File: config.mk
export PLATFORM = sky130hd
export DESIGN_NAME = hplh_decode
export DESIGN_NICKNAME = d
export VERILOG_FILES = /design/src/rtl/hplh_pkg.sv /design/src/rtl/hplh_decode.sv
export SDC_FILE = /design/constraint.sdc
export NUM_CORES = 1
export LEC_CHECK = 0
export ABC_AREA = 0
export BUFFER_PORTS_ARGS = -buffer_cell sky130_fd_sc_hd__clkbuf_2
export CAP_MARGIN = 10
export CORE_MARGIN = 2
export CORE_UTILIZATION = 56
export DETAILED_ROUTE_END_ITERATION = 7
export GPL_TIMING_DRIVEN = 0
export PLACE_DENSITY = 0.95
export SETUP_SLACK_MARGIN = 0.5
export SLEW_MARGIN = 20
export SYNTH_ARGS = -nofsm -noshare
export SYNTH_HDL_FRONTEND = slang
export SYNTH_SLANG_ARGS = --single-unit
File: constraint.sdc
create_clock -name vclk -period 5.9
set_input_delay 1.18 -clock vclk [all_inputs]
set_output_delay 1.18 -clock vclk [all_outputs]
set_load 0.05 [all_outputs]
File: src/rtl/hplh_pkg.sv
// Package for the homopolymer length histogram: sizes, request and status codes,
// and the decoded request struct shared by the decoder and the top level.
// No dependencies.
package hplh_pkg;

  localparam int MAX_HP     = 15;
  localparam int COUNT_BITS = 32;

  localparam int SIDE_BITS  = $clog2(MAX_HP + 1);
  localparam int ADDR_BITS  = 2 + 2 * SIDE_BITS;
  localparam int DEPTH      = 4 << (2 * SIDE_BITS);

  localparam int REQ_BITS   = 2;
  localparam int BASE_BITS  = 2;
  localparam int LEN_BITS   = 16;
  localparam int RDLEN_BITS = 4;
  localparam int MAXL_BITS  = 4;
  localparam int OUT_BITS   = 32;
  localparam int STAT_BITS  = 2;

  localparam int IN_DATA_BITS  = 40;
  localparam int OUT_DATA_BITS = 32;

  localparam logic [MAXL_BITS-1:0] MAX_LEN_RESET = 4'd15;

  localparam logic [REQ_BITS-1:0] REQ_ADD   = 2'd0;
  localparam logic [REQ_BITS-1:0] REQ_READ  = 2'd1;
  localparam logic [REQ_BITS-1:0] REQ_CLEAR = 2'd2;

  localparam logic [STAT_BITS-1:0] ST_OK       = 2'd0;
  localparam logic [STAT_BITS-1:0] ST_REF_LONG = 2'd1;
  localparam logic [STAT_BITS-1:0] ST_OBS_LONG = 2'd2;
  localparam logic [STAT_BITS-1:0] ST_OBS_NEG  = 2'd3;

  typedef struct packed {
    logic                  is_add;
    logic                  is_read;
    logic                  is_clear;
    logic                  hit;      // counter access goes ahead
    logic [STAT_BITS-1:0]  status;
    logic [ADDR_BITS-1:0]  addr;
  } dec_t;

endpackage

File: src/rtl/hplh_decode.sv
// Request decoder: range checks, drop status and counter address.
// Depends on hplh_pkg.
module hplh_decode (
  input  logic [hplh_pkg::REQ_BITS-1:0]   req_type,
  input  logic [hplh_pkg::BASE_BITS-1:0]  base,
  input  logic [hplh_pkg::LEN_BITS-1:0]   ref_len,
  input  logic [hplh_pkg::LEN_BITS-1:0]   length_error,
  input  logic [hplh_pkg::RDLEN_BITS-1:0] read_len,
  input  logic [hplh_pkg::MAXL_BITS-1:0]  max_len,
  output hplh_pkg::dec_t                  dec
);

  logic [hplh_pkg::LEN_BITS-1:0]  lim;
  logic [hplh_pkg::LEN_BITS+1:0]  obs;   // two's complement, 18 bits
  logic                           obs_neg;
  logic                           obs_long;
  logic                           row_long;
  logic                           col_long;
  logic [hplh_pkg::SIDE_BITS-1:0] col;

  always_comb begin
    lim = (hplh_pkg::LEN_BITS'(max_len) < hplh_pkg::LEN_BITS'(hplh_pkg::MAX_HP))
        ? hplh_pkg::LEN_BITS'(max_len) : hplh_pkg::LEN_BITS'(hplh_pkg::MAX_HP);
    obs = {2'b00, ref_len} + {{2{length_error[hplh_pkg::LEN_BITS-1]}}, length_error};
    obs_neg  = obs[hplh_pkg::LEN_BITS+1];
    obs_long = !obs_neg && (obs[hplh_pkg::LEN_BITS:0] > {1'b0, lim});
    row_long = ref_len > lim;
    col_long = hplh_pkg::LEN_BITS'(read_len) > lim;

    dec.is_add   = 1'b0;
    dec.is_read  = 1'b0;
    dec.is_clear = 1'b0;
    dec.hit      = 1'b0;
    dec.status   = hplh_pkg::ST_OK;
    col          = obs[hplh_pkg::SIDE_BITS-1:0];

    unique case (req_type)
      hplh_pkg::REQ_ADD: begin
        dec.is_add = 1'b1;
        if (row_long) begin
          dec.status = hplh_pkg::ST_REF_LONG;
        end else if (obs_long) begin
          dec.status = hplh_pkg::ST_OBS_LONG;
        end else if (obs_neg) begin
          dec.status = hplh_pkg::ST_OBS_NEG;
        end else begin
          dec.hit = 1'b1;
        end
      end
      hplh_pkg::REQ_READ: begin
        dec.is_read = 1'b1;
        col = hplh_pkg::SIDE_BITS'(read_len);
        if (row_long) begin
          dec.status = hplh_pkg::ST_REF_LONG;
        end else if (col_long) begin
          dec.status = hplh_pkg::ST_OBS_LONG;
        end else begin
          dec.hit = 1'b1;
        end
      end
      hplh_pkg::REQ_CLEAR: begin
        dec.is_clear = 1'b1;
      end
      default: begin
      end
    endcase

    dec.addr = {base, ref_len[hplh_pkg::SIDE_BITS-1:0], col};
  end

endmodule

## Yosys cells after proc, flatten, opt, wreduce, memory -nomap -nowiden

Index checks and enable logic that the tools add are counted.

- Output and inout bits: 16
- Memories kept: 0
- Input bits: 44
- Logic and storage cells: 26
- Latch bits: 0
- Bits in registers: 0
- RAM bits: 0
- ROM bits: 0

- Multipliers: 0
- Mux-type cells: 16
- Equal/unequal tests: 2
- Add/sub/neg operators: 1
- Reductions and logical operators: 3
- Divide/modulo/power cells: 0
- Magnitude comparators: 4
- Shifts and indexed selects: 0
- Bitwise operators: 0

Operators with widths:

| operator | number |
|---|---|
| 17-bit by 16-bit adder with 18-bit output | 1 |
| 17-bit by 4-bit > comparator with 1-bit output | 1 |
| 16-bit by 4-bit > comparator with 1-bit output | 1 |
| 2-bit two-way mux | 5 |
| 1-bit two-way mux | 8 |
| 4-bit two-way mux | 2 |
| 3-bit case mux with 2 select lines | 1 |
| 4-bit > comparator | 1 |
| 4-bit less-than comparator (second input constant) | 1 |
| 2-bit by 1-bit equality test with 1-bit output (second input constant) | 1 |
| 2-bit equality test (second input constant) | 1 |
| 2-bit zero test | 1 |
| 1-bit logical AND | 1 |
| 1-bit zero test | 1 |

## Longest topological paths before layout

- Depth in word-level cells: 7
- Mapped depth: 12
- Gate-level depth less buffers: 12

## Worst setup path after synthesis

No wires, ideal clock.

- Path kind: input -> output
- From: input ref_len[14] in the netlist's numbering
- To: output dec[12] in the netlist's numbering
- Required time: 4720 ps
- Data arrival time: 3869 ps
- Buffers on the path: 1
- Stages: 10
- Slack: 851 ps
- Cell sequence: ha_1 -> buf_6 -> a21o_4 -> a22o_1 -> or4_1 -> nor4_1 -> nand4_1 -> or4_1 -> nor4_2 -> o21a_1

RTL lines:

| item | line | source |
|---|---|---|
| start, declared | hplh_decode.sv:6 | `input logic [hplh_pkg::LEN_BITS-1:0] ref_len,` |
| end, declared | hplh_decode.sv:10 | `output hplh_pkg::dec_t dec` |

==> impl_results.md <==
* Fin. Hold Viols at 0
* Synth area leader: ha_1
* Ratio of final minimum period to clock period at 88.9%
* DR WL/cell at 12.7 µm
* CP Cell Sequence: clkbuf_2, ha_1, buf_6, a21o_4, a22o_1, or4_1, nor4_1, nand4_1, or4_1, nor4_2, o21a_1, clkbuf_4
* Sequential area share after synthesis at 0%
* Slowest-stage cell, CP: or4_1
* Minimum clock period at 5.24 ns
* Synthesized Nets at 285
* CP Buf/Inv Count at 3
* Worst Hold Class: primary input to primary output
* GRT overflow at 0
* Register area at 0 µm²
* Largest net degree at the start of global routing at 11
* DR iter-0 viols at 37
* Max IR drop VDD at 0.0745 mV
* Total track usage at 26.0%
* Core Util, Final at 73.1%
* Post-synthesis instance area at 1440 µm²
* Post_cts resized at 0
* Post-route ant nets at 0
* DP HPWL at 3300 µm
* Post-CTS setup buffers at 0
* Rows at 18
* Setup Crit Path Kind: primary input to primary output
* YS warnings at 0
* Drt pass-1 iters at 4
* Flip-flop and latch count at 0
* Initial antenna violation count at 0
* RSZ-0062 raised after global routing: no
* Filler cells at 225
* Distinct cell type count of the synthesized netlist at 48
* Worst Path Arrival at 4.06 ns
* Core area at 2450 µm²
* Hold buffers post-CTS at 0
* Die width at 54.8 µm
* CP endpoint kind: primary output
* Worst-path maximum fanout at 10
* # port buffers at 57
* Die ar. at 3000 µm²
* Synth top area cells: ha_1 (25%), a21oi_1 (6.2%), nor2_1 (5.5%)
* Starting Density at 58.8%
* Max Cap Violations at 0
* Lkg Pwr at 0.921 nW
* DP Worst Slack at 0.631 ns
* Tot Pwr at 0.202 mW
* Max-slew violations at 0
* Post-synth top area share at 25.1%
* Layout area overhead at 24.3%
* Clock buffer count in the final layout at 0
* Final WS setup at 0.657 ns
* Power Density at 113 nW/µm²
* Max Fclk at 191 MHz
* Synthesized instance count at 211
* CP dominant cell by count: or4_1
* Routability cong. at 0.913
* Chip height at 54.8 µm
* Commonest cells post-synth: ha_1 (29), nor2_1 (21), inv_1 (20)
* Detailed-route DRC error count at 0
* Final setup TNS at 0 ns
* Slew margin rel. at 71.4%
* Cell family with most CP delay: simple AND/OR/NAND/NOR gates
* Routed vias at 1783
* Via density per instance at 5.98
* Placed cell area at 1770 µm²
* IO Pins at 60
* Fraction of layout cells with a size suffix above 1 at 29.5%
* Critical Path RT at 4.72 ns
* Routed wire length at 3790 µm
* Final setup violation count at 0
* Cell with the most instances after synthesis: ha_1
* Layout Nets at 344
* Vias in the first global route at 1508
* Antenna diodes at 0
* Avg Inst Size Synth at 6.84 µm²
* First-pass GRT wire length at 5950 µm
* Outcome: finished, final reports clean
* Startpoint types: primary input
* Final Cell Area at 1790 µm²
* Actual slew at the worst max-slew pin at 0.429 ns
* Slowest stage delay, CP at 0.46 ns
## final cells by class
| cell class | instances | area (µm²) | share of cell area [%] |
|---|---|---|---|
| multi-input cells | 178 | 1310 | 73.2 |
| plain buffers | 13 | 80.1 | 4.46 |
| inverters | 20 | 75.1 | 4.18 |
| repair buffers | 57 | 288 | 16.0 |
| well taps | 30 | 37.5 | 2.09 |
## through the flow
stage | hold WS, ns | instances
floorplan | 2.53 | 211
global placement | 2.69 | 298
detailed placement | 2.69 | 298
CTS | 2.69 | 298
global route | 2.70 | 298
finish | 2.69 | 298
## where the power goes
| part | switching [mW] | total [mW] | internal (mW) | leakage, nW |
|---|---|---|---|---|
| registers | 0 | 0 | 0 | 0 |
| clock network | 0 | 0 | 0 | 0 |
| logic | 0.123 | 0.202 | 0.0789 | 0.921 |
| total | 0.123 | 0.202 | 0.0789 | 0.921 |
## placed cells by master, fill, tap and decap left out, types with 4 or more instances in the layout
cell type  netlist  layout
a21oi_1         18      16
buf_4            6       6
clkbuf_1         6       5
clkbuf_2         0      57
ha_1            29      29
inv_1           20      20
nand2_1         14      14
nand2b_1         4       4
nand4_1          6       6
nor2_1          21      21
nor2b_1          5       5
nor3_1           5       5
nor4_1           4       4
o21a_1           4       4
o21ai_0         11      11
o22ai_1          4       4
## path summary, 6_finish.rpt
kind,startpoint,to,slack (ns),cells past startpoint
setup / recovery,ref_len[14],dec[12],0.66,12
hold / removal,base[1],dec[9],2.69,2
## cell families after synthesis
family                   count (synthesis)  share of synthesized area (%)
AO/OA/AOI/OAI                           69                           32.2
XOR/XNOR                                 3                           1.82
adder cells (fa/ha/maj)                 30                           26.5
buffers and inverters                   33                           10.7
multiplexers                             4                           3.03
AND/OR/NAND/NOR                         72                           25.7
## metal layers
layer	share of wire, %	global-route usage, %
met4	0.26	1.25
met5	0	0
met2	51	51.8
met3	5.8	1.37
met1	43	31.1
(Power assumes the default switching activity.)
