===== src/rtl/hplh_pkg.sv =====
// Package for the homopolymer length histogram: sizes, request and status codes,
// and the decoded request struct shared by the decoder and the top level.
// No dependencies.
package hplh_pkg;

  localparam int MAX_HP     = 15;
  localparam int COUNT_BITS = 32;

  localparam int SIDE_BITS  = $clog2(MAX_HP + 1);
  localparam int ADDR_BITS  = 2 + 2 * SIDE_BITS;
  localparam int DEPTH      = 4 << (2 * SIDE_BITS);

  localparam int REQ_BITS   = 2;
  localparam int BASE_BITS  = 2;
  localparam int LEN_BITS   = 16;
  localparam int RDLEN_BITS = 4;
  localparam int MAXL_BITS  = 4;
  localparam int OUT_BITS   = 32;
  localparam int STAT_BITS  = 2;

  localparam int IN_DATA_BITS  = 40;
  localparam int OUT_DATA_BITS = 32;

  localparam logic [MAXL_BITS-1:0] MAX_LEN_RESET = 4'd15;

  localparam logic [REQ_BITS-1:0] REQ_ADD   = 2'd0;
  localparam logic [REQ_BITS-1:0] REQ_READ  = 2'd1;
  localparam logic [REQ_BITS-1:0] REQ_CLEAR = 2'd2;

  localparam logic [STAT_BITS-1:0] ST_OK       = 2'd0;
  localparam logic [STAT_BITS-1:0] ST_REF_LONG = 2'd1;
  localparam logic [STAT_BITS-1:0] ST_OBS_LONG = 2'd2;
  localparam logic [STAT_BITS-1:0] ST_OBS_NEG  = 2'd3;

  typedef struct packed {
    logic                  is_add;
    logic                  is_read;
    logic                  is_clear;
    logic                  hit;      // counter access goes ahead
    logic [STAT_BITS-1:0]  status;
    logic [ADDR_BITS-1:0]  addr;
  } dec_t;

endpackage


===== src/rtl/hplh_sweep.sv =====
// Clearing sequencer: walks every counter address once, writing zero.
// Starts after reset, on a clear request and on a max_len write. Depends on hplh_pkg.
module hplh_sweep (
  input  logic                           clk,
  input  logic                           rst_n,
  input  logic                           start,
  output logic                           busy,
  output logic [hplh_pkg::ADDR_BITS-1:0] addr
);

  logic                           busy_r, busy_nxt;
  logic [hplh_pkg::ADDR_BITS-1:0] addr_r, addr_nxt;

  always_comb begin
    busy_nxt = busy_r;
    addr_nxt = addr_r;
    if (start) begin
      busy_nxt = 1'b1;
      addr_nxt = '0;
    end else if (busy_r) begin
      addr_nxt = addr_r + 1'b1;
      if (addr_r == hplh_pkg::ADDR_BITS'(hplh_pkg::DEPTH - 1)) begin
        busy_nxt = 1'b0;
      end
    end
  end

  always_ff @(posedge clk) begin
    if (!rst_n) begin
      busy_r <= 1'b1;
      addr_r <= '0;
    end else begin
      busy_r <= busy_nxt;
      addr_r <= addr_nxt;
    end
  end

  assign busy = busy_r;
  assign addr = addr_r;

endmodule


===== config.mk =====
export PLATFORM = sky130hd
export DESIGN_NAME = hplh_sweep
export DESIGN_NICKNAME = d
export VERILOG_FILES = /design/src/rtl/hplh_pkg.sv /design/src/rtl/hplh_sweep.sv
export SDC_FILE = /design/constraint.sdc
export NUM_CORES = 1
export LEC_CHECK = 0
export ABC_AREA = 1
export BUFFER_PORTS_ARGS = -buffer_cell sky130_fd_sc_hd__buf_2
export CAP_MARGIN = 20
export CELL_PAD_IN_SITES_DETAIL_PLACEMENT = 1
export CELL_PAD_IN_SITES_GLOBAL_PLACEMENT = 2
export CORE_MARGIN = 1.5
export CORE_UTILIZATION = 27
export DETAILED_ROUTE_END_ITERATION = 16
export PLACE_DENSITY = 0.82
export SYNTH_ARGS = -nofsm -noshare
export SYNTH_HDL_FRONTEND = slang
export SYNTH_SLANG_ARGS = --single-unit

===== constraint.sdc =====
create_clock -name clk -period 1.3 [get_ports clk]
set_input_delay 0.39 -clock clk [delete_from_list [all_inputs] [get_ports clk]]
set_output_delay 0.39 -clock clk [all_outputs]
set_load 0.03 [all_outputs]

Yosys cells after proc, flatten, opt, wreduce, memory -nomap -nowiden
Cells that the tools add are included.

$add $sub $neg: 1. Equality and inequality tests: 1. Multiplexer cells: 2. Bitwise gates (word level): 1. Reductions and logical operators: 1.

Operator list (number): 10-bit by 1-bit adder with 10-bit output, second input constant (1); 10-bit == test, second input constant (1); 1-bit two-way mux (2); 2-bit OR reduction (1); 1-bit NOT (1).

Bits in registers: 11. Bits of input ports: 3. Output and inout bits: 11. Word-level logic and storage cells: 8.

Logic depth before layout (Yosys ltp)
Gate-level depths: netlist of run 1.

Depth after elaboration: 3. Mapped depth: 7. Gate-level depth less buffers: 7.

Worst setup path before layout of run 1
OpenSTA, ideal clock, no wires.

Path kind: flip-flop to flip-flop. Start: reg addr_r (netlist bit addr[0]). End: reg busy_r, in the netlist busy. Library setup time: 117 ps. Data arrival time: 1267 ps. Data required time: 1183 ps. Setup slack: -84 ps. Cell stages (with the launch flop): 7. Path buffers: 0. Period minus slack after synthesis: 1384 ps. Path through: dfxtp_1 -> ha_1 -> nand2_1 -> nor2_4 -> nand4_1 -> nand2_1 -> nand2_1.

Word-level cells in the longest chain between the ends: 3.

RTL lines: start: declaration (line hplh_sweep.sv:12) `logic [hplh_pkg::ADDR_BITS-1:0] addr_r, addr_nxt;`; start signal: assignment (line hplh_sweep.sv:34) `addr_r <= addr_nxt;`; 10-bit == test (line hplh_sweep.sv:22) `if (addr_r == hplh_pkg::ADDR_BITS'(hplh_pkg::DEPTH - 1)) begin`; 1-bit two-way mux (line hplh_sweep.sv:22); 1-bit two-way mux (line hplh_sweep.sv:20) `end else if (busy_r) begin`; end signal: assignment (line hplh_sweep.sv:33) `busy_r <= busy_nxt;`; end: declaration (line hplh_sweep.sv:11) `logic busy_r, busy_nxt;`.

No other way between the ends. A chain may end at the register's enable or synchronous reset.

Worst setup path after layout of run 1
Start: reg addr_r (netlist bit addr[7]). End: out addr[7] (netlist name).

RTL lines: end: declaration (line hplh_sweep.sv:8) `output logic [hplh_pkg::ADDR_BITS-1:0] addr`.

No word-level cell between the ends.

==> results of run 1 <==
state kept, by name, summed over array words and instances, names as in the netlist:
register  flops
busy          1
addr         10
power breakdown:
group	leakage (nW)	switching, mW	internal (mW)
Combinational	0.215	0.0222	0.0117
Sequential	0.0935	0.00442	0.337
Clock	0.0150	0.122	0.119
routing by layer:
layer	up-vias	track usage	wire length (um)
met5	-	0	0
met4	0	0.100	41
met3	4	0.0278	40
met2	12	0.199	660
li1	273	-	-
met1	243	0.170	634
cells in the final DEF (no fill, tap or decap):
master,Yosys,final
sky130_fd_sc_hd__inv_2,2,2
sky130_fd_sc_hd__nor2_8,1,1
sky130_fd_sc_hd__dfxtp_4,0,2
sky130_fd_sc_hd__clkbuf_1,0,1
sky130_fd_sc_hd__o21ai_0,2,2
sky130_fd_sc_hd__nand2_4,1,1
sky130_fd_sc_hd__nor2_1,6,6
sky130_fd_sc_hd__nand4_1,3,3
sky130_fd_sc_hd__nand3_2,2,2
sky130_fd_sc_hd__nor2_4,2,2
sky130_fd_sc_hd__clkbuf_4,0,7
sky130_fd_sc_hd__a21oi_1,7,7
sky130_fd_sc_hd__dfxtp_1,11,1
sky130_fd_sc_hd__nand3_1,3,3
sky130_fd_sc_hd__nand2_2,1,1
sky130_fd_sc_hd__nor2_2,2,2
sky130_fd_sc_hd__nor3_1,3,3
sky130_fd_sc_hd__buf_4,0,5
sky130_fd_sc_hd__dfxtp_2,0,8
sky130_fd_sc_hd__nand3b_1,1,1
sky130_fd_sc_hd__buf_2,0,5
sky130_fd_sc_hd__ha_1,1,1
sky130_fd_sc_hd__inv_1,8,8
sky130_fd_sc_hd__nand2_1,18,18
final cells by class:
type / instances / area [um^2]
clock buffers: 4 / 26.3
well taps: 27 / 33.8
repair buffers: 14 / 92.6
flip-flops and latches: 11 / 238
multi-input cells: 53 / 297
fillers: 253 / 1240
inverters: 10 / 37.5
path summary, 6_finish.rpt:
check / start / endpoint / slack [ns] / cells past startpoint
worst max register to register: addr[0] / addr[6] / 0.16 / 7
worst min register to register: addr[0] / addr[0] / 0.47 / 1
worst min-delay path: start / busy / 0.37 / 3
worst max-delay path: addr[7] / addr[7] / 0.05 / 1
synth_stat cells:
library cell               number  area share
sky130_fd_sc_hd__nand2_1       18        0.12
sky130_fd_sc_hd__dfxtp_1       11        0.39
sky130_fd_sc_hd__inv_1          8       0.053
sky130_fd_sc_hd__a21oi_1        7       0.062
sky130_fd_sc_hd__nor2_1         6       0.040
sky130_fd_sc_hd__nand3_1        3       0.027
sky130_fd_sc_hd__nand4_1        3       0.033
sky130_fd_sc_hd__nor3_1         3       0.027
sky130_fd_sc_hd__inv_2          2       0.013
sky130_fd_sc_hd__nand3_2        2       0.035
sky130_fd_sc_hd__nor2_2         2       0.022
sky130_fd_sc_hd__nor2_4         2       0.040
sky130_fd_sc_hd__o21ai_0        2       0.018
sky130_fd_sc_hd__buf_6          1       0.020
sky130_fd_sc_hd__ha_1           1       0.022
sky130_fd_sc_hd__nand2_2        1       0.011
sky130_fd_sc_hd__nand2_4        1       0.020
sky130_fd_sc_hd__nand3b_1       1       0.013
sky130_fd_sc_hd__nor2_8         1       0.035
kinds of logic (layout without fill, tap and decap cells):
| kind of cell | count (synthesis) | count (layout) | synth area share |
|---|---|---|---|
| buf+inv | 11 | 28 | 0.0863 |
| flops | 11 | 11 | 0.389 |
| compound gates | 9 | 9 | 0.0796 |
| simple gates | 43 | 43 | 0.423 |
| fa+ha+maj | 1 | 1 | 0.0221 |
what timing repair did:
item / 4_1_cts / 5_1_grt
setup buffers: 0 / 0
gates cloned: 0 / 0
setup endpoints to repair: 4 / 9
resized for setup: 7 / 11
pin swaps: 0 / 1
==> summary.md, run 1 <==
Walking the worst path, the cells encountered are buf_2. The clock reaches the later pin of the worst-skew pair after 0.27 ns. The run gives 0.323 nW as the leakage power total. At the worst endpoint, the required time is 0.91 ns. For the H-tree depth, the log shows 1. Entering global routing, the biggest net connects 9 pins. TritonCTS built the clock tree.

Timing would allow up to 797 MHz. The final non-filler cell total is 119, and the residual overflow from global routing is 0. The first-pass GRT wire length came out at 2410 um. In this run the horizontal extent of the chip is 48.8 um. Cell type group with the largest total delay on the critical path: flip-flops.

The routed layout has 532 vias. The final weighted congestion in routability-driven placement is 0.752. The layout cell share with drive strength beyond 1 was 0.413; the final routed wire length divided by cell count was 11.6 um.

The max-slew violation total from the final report is 0, and the synthesis-to-layout area growth is 28.1%. The logs give 79 for the synthesized netlist net count and 544 for the number of global-route vias before repair. The core region is 1960 um^2. The HPWL after detailed placement was 973 um; the final critical path time including I/O delays and setup was 1.25 ns. The tools report the initial antenna violation count as 0.

The clock-pin slew on the worst setup and hold paths came out at 0.07 ns. The worst setup path is captured at an output pin. The clock arrives with 0.00385 ns of skew. At the pin with the least slew margin, the transition time is 0.204 ns. Setup repair after global routing left no endpoint under its margin. Clock tree synthesis inserted a total of 3 buffers. The die span in y works out to 48.8 um.

The tools report the placed instance area as 663 um^2. The fraction of the core area covered by cells at the end of the flow came out at 0.369. The mean area per synthesized cell came out at 7.54 um^2.

Buffers inserted to repair hold after CTS numbered 0. For the final routed DRC violation total, the log shows 0. For this design the ratio of total power to cell area is 850 nW/um^2.

IR analysis of the VDD net gives a maximum drop of 0.287 mV. The run gives 19 as the number of unique standard cell types used by synthesis. The class of the tightest hold or removal check was input port to flip-flop. Worst max-slew margin expressed relative to the limit: 0.864. Summed over all failing endpoints, the final setup total negative slack is 0 ns.

The number of buffer and inverter stages on the critical path was 1; the number of vias per cell after detailed routing was 4.47. The pre-CTS setup slack is 0.117 ns, and the number of flip-flops and latches in the synthesized netlist is 11. Data on the critical path arrives at its endpoint at 0.86 ns. The mapped netlist covers 566 um^2. The run finished with clean final reports. The final critical-path share of the clock period came out at 0.965.

Critical path start-end classification: flip-flop to output pin. For this design the top-level I/O count stands at 14. Across the run, the number of max-cap violations was 0. The Yosys step of the flow raised 0 warnings. In this run the tool buffered the top-level ports with 13 buffer cells. The tools report the starting utilization of the core area as 0.288.

The worst setup path is launched from a flip-flop. In this run, the number of DRC markers left after iteration 0 of detailed routing was 7. The initialized floorplan defines 16 standard-cell rows. For the number of nets in the layout, the log shows 97. The post-synthesis cell count is 75. The tools report the full die area as 2380 um^2. The final antenna diode count came out at 0.

Once routing completed, OpenROAD measured the worst setup slack at 0.0452 ns. The cell at the slowest stage of the critical path was sky130_fd_sc_hd__dfxtp_1. Power after layout: 616 uW. With fillers left out, the area of the finished cells amounts to 724 um^2.

The total number of clock tree sinks came out at 11. The tools report the sequential element share of the synthesized area as 0.389. For the number of detailed-routing iterations run before antenna repair, the log shows 2. Delay of the slowest cell on the worst path: 0.37 ns. Wires add up to 1380 um.

Hold is met by 0.366 ns. Along the worst path, the maximum fanout reaches 4. Once detail routing completed, the nets flagged for antenna violations numbered 0. The number of placed instances, taps included, is 115. Setup violations remaining at the end of the flow were counted as 0.

CTS placed an instance of sky130_fd_sc_hd__clkbuf_4 at the clock tree root. The overall routing resource usage is 0.134, and the maximum number of buffers from clock root to sink is 2. The final hold violation count came out at 0.
Power figures use the tool's default switching activity.
==> inputs of run 2 (changes only) <==
--- a/config.mk
+++ b/config.mk
@@ -13,7 +13,7 @@
 export CORE_MARGIN = 1.5
 export CORE_UTILIZATION = 27
 export DETAILED_ROUTE_END_ITERATION = 16
-export PLACE_DENSITY = 0.82
+export PLACE_DENSITY_LB_ADDON = 0.1
 export SYNTH_ARGS = -nofsm -noshare
 export SYNTH_HDL_FRONTEND = slang
 export SYNTH_SLANG_ARGS = --single-unit
==> run 2 against run 1 <==
Effect of this change:
- via count is 2.1% lower
- setup slack better by 0.0099 ns
- critical path type unchanged
- maximum frequency increased by 0.79%
==> summary.md, run 2 (synthesized netlist as in run 1, its figures left out) <==
The run gives 1040 um (+7.2%) as the HPWL after detailed placement. The number of violations of the max-capacitance limit is 0 (unchanged). The run gives 14 (unchanged) as the number of top-level pins.

Final hold violation count: 0 (unchanged). The tools report the overall routing resource usage as 0.129 (-0.00464). The number of buffer and inverter stages on the critical path works out to 1 (unchanged).

The run gives 0 (unchanged) as the final antenna diode count. Type of element launching the critical path: a flip-flop. The full die area was 2380 um^2 (unchanged); the final routed wire length divided by cell count was 11.2 um (-3.4%).

The clock-pin slew on the worst setup and hold paths works out to 0.07 ns (about the same). The path class of the tightest hold or removal check is input port to flip-flop. Delay of the slowest cell on the worst path: 0.37 ns (about the same). The library cells used most frequently in the layout, excluding fill and tap cells, are sky130_fd_sc_hd__nand2_1, sky130_fd_sc_hd__inv_1, sky130_fd_sc_hd__dfxtp_2. The run gives 0.27 ns (about the same) as the clock insertion delay at the later pin of the skew report.

The starting DRC count in detailed routing was 4 (-3); the final-layout fill cell count was 263 (+4.0%). The die span in y was 48.8 um (unchanged); the fraction of the core area covered by cells at the end of the flow was 0.374 (+0.00510). TritonCTS built the clock tree. The tools report the H-tree depth as 1 (unchanged). The critical path goes through buf_2.

The library cell used most frequently in the layout, excluding fill and tap cells, is sky130_fd_sc_hd__nand2_1. The accumulated negative setup slack is 0 ns (unchanged), and the power density over the cells is 838 nW/um^2 (-1.4%). Final critical path time including I/O delays and setup: 1.24 ns (-0.00990 ns). Number of buffers added for setup after CTS: 0 (unchanged). The number of global-route vias before repair is 502 (-7.7%), and the setup-violating endpoint count in the final report is 0 (unchanged). The cell at the slowest stage of the critical path was sky130_fd_sc_hd__dfxtp_1.

The logs give 2 (unchanged) for the maximum number of buffers from clock root to sink and 521 (-2.1%) for the total vias in the final route. The residual overflow from global routing was 0 (unchanged); the clock buffer count from CTS was 3 (unchanged). The number of detailed-routing iterations run before antenna repair came out at 3 (+1).

The width of the die was 48.8 um (unchanged). Clock tree synthesis selected as its root buffer the cell sky130_fd_sc_hd__clkbuf_4. For the maximum number of pins on one net before global-route repair, the log shows 9 (unchanged). Setup repair after global routing left no endpoint under its margin.

The final non-filler cell total came out at 120 (+0.84%). The max-slew violation total from the final report came out at 0 (unchanged). By startpoint and endpoint, the worst setup path is classified as flip-flop to output pin. Layout cell share with drive strength beyond 1: 0.430 (+0.0171). Worst-path maximum fanout: 4 (unchanged). The quantity of I/O buffers inserted on ports is 13 (unchanged), and the total number of clock tree sinks is 11 (unchanged). The synthesis-to-layout area growth is 29.9%. The run gives 0.91 ns (about the same) as the required time of the critical path. The final weighted congestion in routability-driven placement is 0.690 (-8.3%), and the first-pass GRT wire length is 2280 um (-5.2%).

The leakage power total is 0.329 nW (+1.9%). The flip-flop count of the largest register after layout is 10 (unchanged), and the transition at the pin with the smallest max-transition slack is 0.163 ns (-0.0410 ns). The number of nets in the layout came out at 98 (+1.0%).

The tools report the type of destination of the critical path as an output pin. The initial antenna violation count was 0 (unchanged). The number of vias per cell after detailed routing came out at 4.34 (-2.9%). In this design, the largest share of critical-path delay is due to flip-flops. The maximum operating frequency is 803 MHz (+0.79%), and the final critical-path share of the clock period is 0.958 (-0.00761). The logs give 0.891 (+0.0268) for the worst max-slew margin expressed relative to the limit and 16 (unchanged) for the total number of placement rows.

The flow ran to the end, and the final reports show no timing, DRC or antenna violations. The data arrival time of the critical path is 0.85 ns (about the same). The final wirelength is 1340 um (-2.5%), and the core area is 1960 um^2 (unchanged). Post-route antenna net violation count: 0 (unchanged). The worst-case vdd ir drop is 0.348 mV (+21%), and the pre-CTS setup slack is 0.122 ns (+0.00555 ns). The logs give 116 (+0.87%) for the cell total after placement and 0.00254 ns (-0.00131 ns) for the final clock skew.

The run gives 0 (unchanged) as the final routed DRC violation total. The smallest setup slack after layout is 0.0551 ns (+0.00990 ns). The tools report the starting utilization of the core area as 0.288 (unchanged).
[run 2: cell count changes in the layout (fill, tap and decap cells not counted), sizes merged]
cell,previous run,this run
buf,10,11
[run 2: final timing paths]
kind         startpoint      end  slack, ns  cells past startpoint
min               start  addr[0]       0.41                      4
min reg2reg     addr[0]  addr[0]       0.49                      1
max             addr[7]  addr[7]       0.06                      1
max reg2reg     addr[0]     busy       0.19                      6
[run 2: worst min-delay path, stage by stage]
cell                      delay (ns)
sky130_fd_sc_hd__buf_2          0.10
sky130_fd_sc_hd__nor2_4         0.05
sky130_fd_sc_hd__o21ai_0        0.06
sky130_fd_sc_hd__a21oi_1        0.04
[run 2: power by group]
group          switching, mW  internal, mW
sequential           0.00447         0.337
clock                  0.118         0.119
combinational         0.0235        0.0140
total                  0.146         0.469
[run 2: what timing repair did]
action,4_1_cts,5_1_grt
setup endpoints to repair,4,10
gates resized for setup,6,13
pin swaps,0,1
hold buffers,0,0
gates cloned,0,0
[run 2: cell type report]
cell class,count,area [um^2],share of cell area
multi-input cells,53,299,0.407
flip-flops and latches,11,238,0.324
repair buffers,15,100,0.136
inverters,10,37.5,0.0511
well taps,27,33.8,0.0460
clock buffers,4,26.3,0.0358
[run 2: routing by layer]
layer	share of wire	routed length, um	track usage
met4	0.0089	12	0.0714
met5	0	0	0
met2	0.45	607	0.183
met3	0.034	45	0.0370
met1	0.50	676	0.176
[run 2: stage by stage]
stage | total power [mW] | hold WS (ns) | cell area [um^2]
4_1_cts | 0.633 | 0.411 | 709
5_1_grt | 0.654 | 0.425 | 734
3_3_place_gp | 0.390 | 0.481 | 671
6_report | 0.616 | 0.412 | 734
2_1_floorplan | 0.376 | 0.501 | 568
3_5_place_dp | 0.391 | 0.488 | 671
==> inputs of run 3 (changes only) <==
--- a/config.mk
+++ b/config.mk
@@ -11,9 +11,9 @@
 export CELL_PAD_IN_SITES_DETAIL_PLACEMENT = 1
 export CELL_PAD_IN_SITES_GLOBAL_PLACEMENT = 2
 export CORE_MARGIN = 1.5
-export CORE_UTILIZATION = 27
+export CORE_UTILIZATION = 29
 export DETAILED_ROUTE_END_ITERATION = 16
-export PLACE_DENSITY_LB_ADDON = 0.1
+export PLACE_DENSITY = 0.8
 export SYNTH_ARGS = -nofsm -noshare
 export SYNTH_HDL_FRONTEND = slang
 export SYNTH_SLANG_ARGS = --single-unit
==> constraint.sdc (replaced) <==
create_clock -name clk -period 1.55 [get_ports clk]
set_input_delay 0.465 -clock clk [delete_from_list [all_inputs] [get_ports clk]]
set_output_delay 0.465 -clock clk [all_outputs]
set_load 0.03 [all_outputs]
==> run 3 against run 2 <==
Effect of this change:
- via count increased by 1.7%
- total power decreased by 16%
- clock skew about the same
- largest power group unchanged
- highest routed layer unchanged
==> summary.md, run 3 (synthesized netlist as in run 1, its figures left out) <==
The clock-pin slew on the worst setup and hold paths works out to 0.07 ns (about the same). Clock tree synthesis selected as its root buffer the cell sky130_fd_sc_hd__clkbuf_4. The final clock skew was 0.00241 ns (-0.000122 ns); the core area was 1780 um^2 (-9.1%).

Post-route antenna net violation count: 0 (unchanged). The logs give 4 (unchanged) for the starting DRC count in detailed routing and 0 (unchanged) for the number of violations of the max-capacitance limit. The power density over the cells was 756 nW/um^2 (-9.8%); the leakage power total was 0.320 nW (-2.8%).

Number of buffers added for setup after CTS: 0 (unchanged). The most common cell after layout, fill and taps aside is sky130_fd_sc_hd__nand2_1. The class of the tightest hold or removal check was input port to flip-flop. Number of nets in the layout: 97 (-1.0%).

The number of top-level pins was 14 (unchanged); the starting utilization of the core area was 0.317 (+0.0289). The tools report the setup slack of the worst register-to-register path as 0.28 ns (+0.09 ns). Max-slew violation total from the final report: 0 (unchanged).

The met3 routed wirelength is 47 um (+4.4%). The logs give 1 (unchanged) for the H-tree depth and 123 uW (-16%) for the switching power of the nets. The final antenna diode count was 0 (unchanged). The HPWL after detailed placement is 943 um (-9.7%). Walking the worst path, the cells encountered are buf_4, buf_2. The maximum number of buffers from clock root to sink came out at 2 (unchanged).

The uppermost metal layer occupied by signal nets is met4. The met2 layer wire length in the routed design was 613 um (+0.99%); the transition at the pin with the smallest max-transition slack was 0.222 ns (+0.0590 ns). TritonCTS built the clock tree. In the layout the commonest cells are sky130_fd_sc_hd__nand2_1, sky130_fd_sc_hd__buf_2, sky130_fd_sc_hd__dfxtp_1. The final hold violation count is 0 (unchanged). The width of the die is 47.2 um (-3.3%), and the number of global-route vias before repair is 469 (-6.6%). The number of vias per cell after detailed routing was 4.53 (+4.3%).

Setup repair after global routing left no endpoint under its margin. For the total of hold buffers inserted after clock tree synthesis, the log shows 0 (unchanged). The run gives 530 (+1.7%) as the total vias in the final route.

The final routed DRC violation total is 0 (unchanged), and the layout cell share with drive strength beyond 1 is 0.304 (-0.126). The full die area came out at 2220 um^2 (-6.5%). The flip-flop count of the largest register after layout was 10 (unchanged); the combinational fraction of design power was 0.055 (-0.006). The logs give 0.852 (-0.0387) for the worst max-slew margin expressed relative to the limit and 0.557 (+0.003) for the sequential power share. Counting I/O delays and the setup requirement, the final critical path takes 1.42 ns.

Number of detailed-routing iterations run before antenna repair: 4 (+1). Timing would allow up to 703 MHz. The logs give 0 ns (unchanged) for the accumulated negative setup slack and 0.387 (+0.002) for the proportion of power drawn by the clock network.

The run finished with clean final reports. The first-pass GRT wire length is 2030 um (-11%), and the internal power contribution is 394 uW (-16%). The critical path is of the flip-flop to output pin type. The run gives 0 (-6) as the number of gates resized after CTS.

The logs give 11 (+2) for the maximum number of pins on one net before global-route repair and 0.135 (+0.00556) for the overall routing resource usage. The delay of the slowest cell on the worst path is 0.31 ns (-0.06 ns). The required time of the critical path is 1.08 ns (+0.17 ns), and the placed instance area is 658 um^2 (-1.9%). The switching power share of the total works out to 0.238 (+0.000428). The cell at the slowest stage of the critical path was sky130_fd_sc_hd__dfxtp_1. The final weighted congestion in routability-driven placement was 0.720 (+4.4%); the worst-case vdd ir drop was 0.329 mV (-5.6%). The run gives 584 um (-14%) as the sum of routed wire segments on met1. The tools report the type of element launching the critical path as a flip-flop. The clock insertion delay at the later pin of the skew report was 0.27 ns (about the same); the final critical-path share of the clock period was 0.918. The final wirelength came out at 1270 um (-5.3%). The logs give 15 (-1) for the total number of placement rows and 0 (unchanged) for the initial antenna violation count.

The worst-path maximum fanout is 10 (+6), and the clock buffer count from CTS is 3 (unchanged). Quantity of I/O buffers inserted on ports: 13 (unchanged). The worst setup path is captured at an output pin. The logs give 684 um^2 (-6.8%) for the design area and 11 (unchanged) for the total number of clock tree sinks. The setup-violating endpoint count in the final report is 0 (unchanged), and the die span in y is 47.2 um (-3.3%). The residual overflow from global routing is 0 (unchanged), and the final routed wire length divided by cell count is 10.9 um (-2.9%).

The fraction of the core area covered by cells at the end of the flow is 0.384 (+0.00950). The tools report the data arrival time of the critical path as 0.96 ns (+0.11 ns). Compared with the post-synthesis result, the final layout area differs by 21.0%.
run 3: final cells by class:
type	instances	area, um^2
tap	25	31.3
clock buffer	4	26.3
inverter	10	37.5
sequential	11	220
timing repair buffer	14	72.6
fill	232	1100
multi-input combinational	53	297
run 3: power by group through the flow:
stage | registers [mW] | logic, mW | clock network [mW]
final | 0.289 | 0.0285 | 0.201
after global routing | 0.289 | 0.0319 | 0.225
after CTS | 0.289 | 0.0293 | 0.209
after detailed placement | 0.295 | 0.0285 | 0
after global placement | 0.295 | 0.0282 | 0
after floorplan | 0.300 | 0.0151 | 0
run 3: routing by layer:
metal / GRT usage / up-vias
li1: - / 273
met4: 0.0833 / 0
met3: 0.0462 / 4
met5: 0 / -
met2: 0.200 / 13
met1: 0.167 / 240
run 3: path summary, 6_finish.rpt:
kind	startpoint	end	cells after the start
setup / recovery	busy	busy	2
hold / removal	start	busy	3
setup reg to reg	addr[0]	busy	6
hold reg to reg	addr[1]	addr[1]	2
run 3: through the flow:
step	total power, mW	hold slack, ns	instances	setup WS (ns)
finish	0.518	0.435	117	0.127
global route	0.546	0.433	117	0.0692
CTS	0.527	0.431	117	0.111
detailed placement	0.324	0.504	113	0.276
global placement	0.324	0.507	113	0.276
floorplan	0.315	0.576	75	0.166
run 3: worst max-delay path: cells and delay by family (launching register included):
family / cells / cell delay [ns]
buffers and inverters: 2 / 0.38
DFF: 1 / 0.31
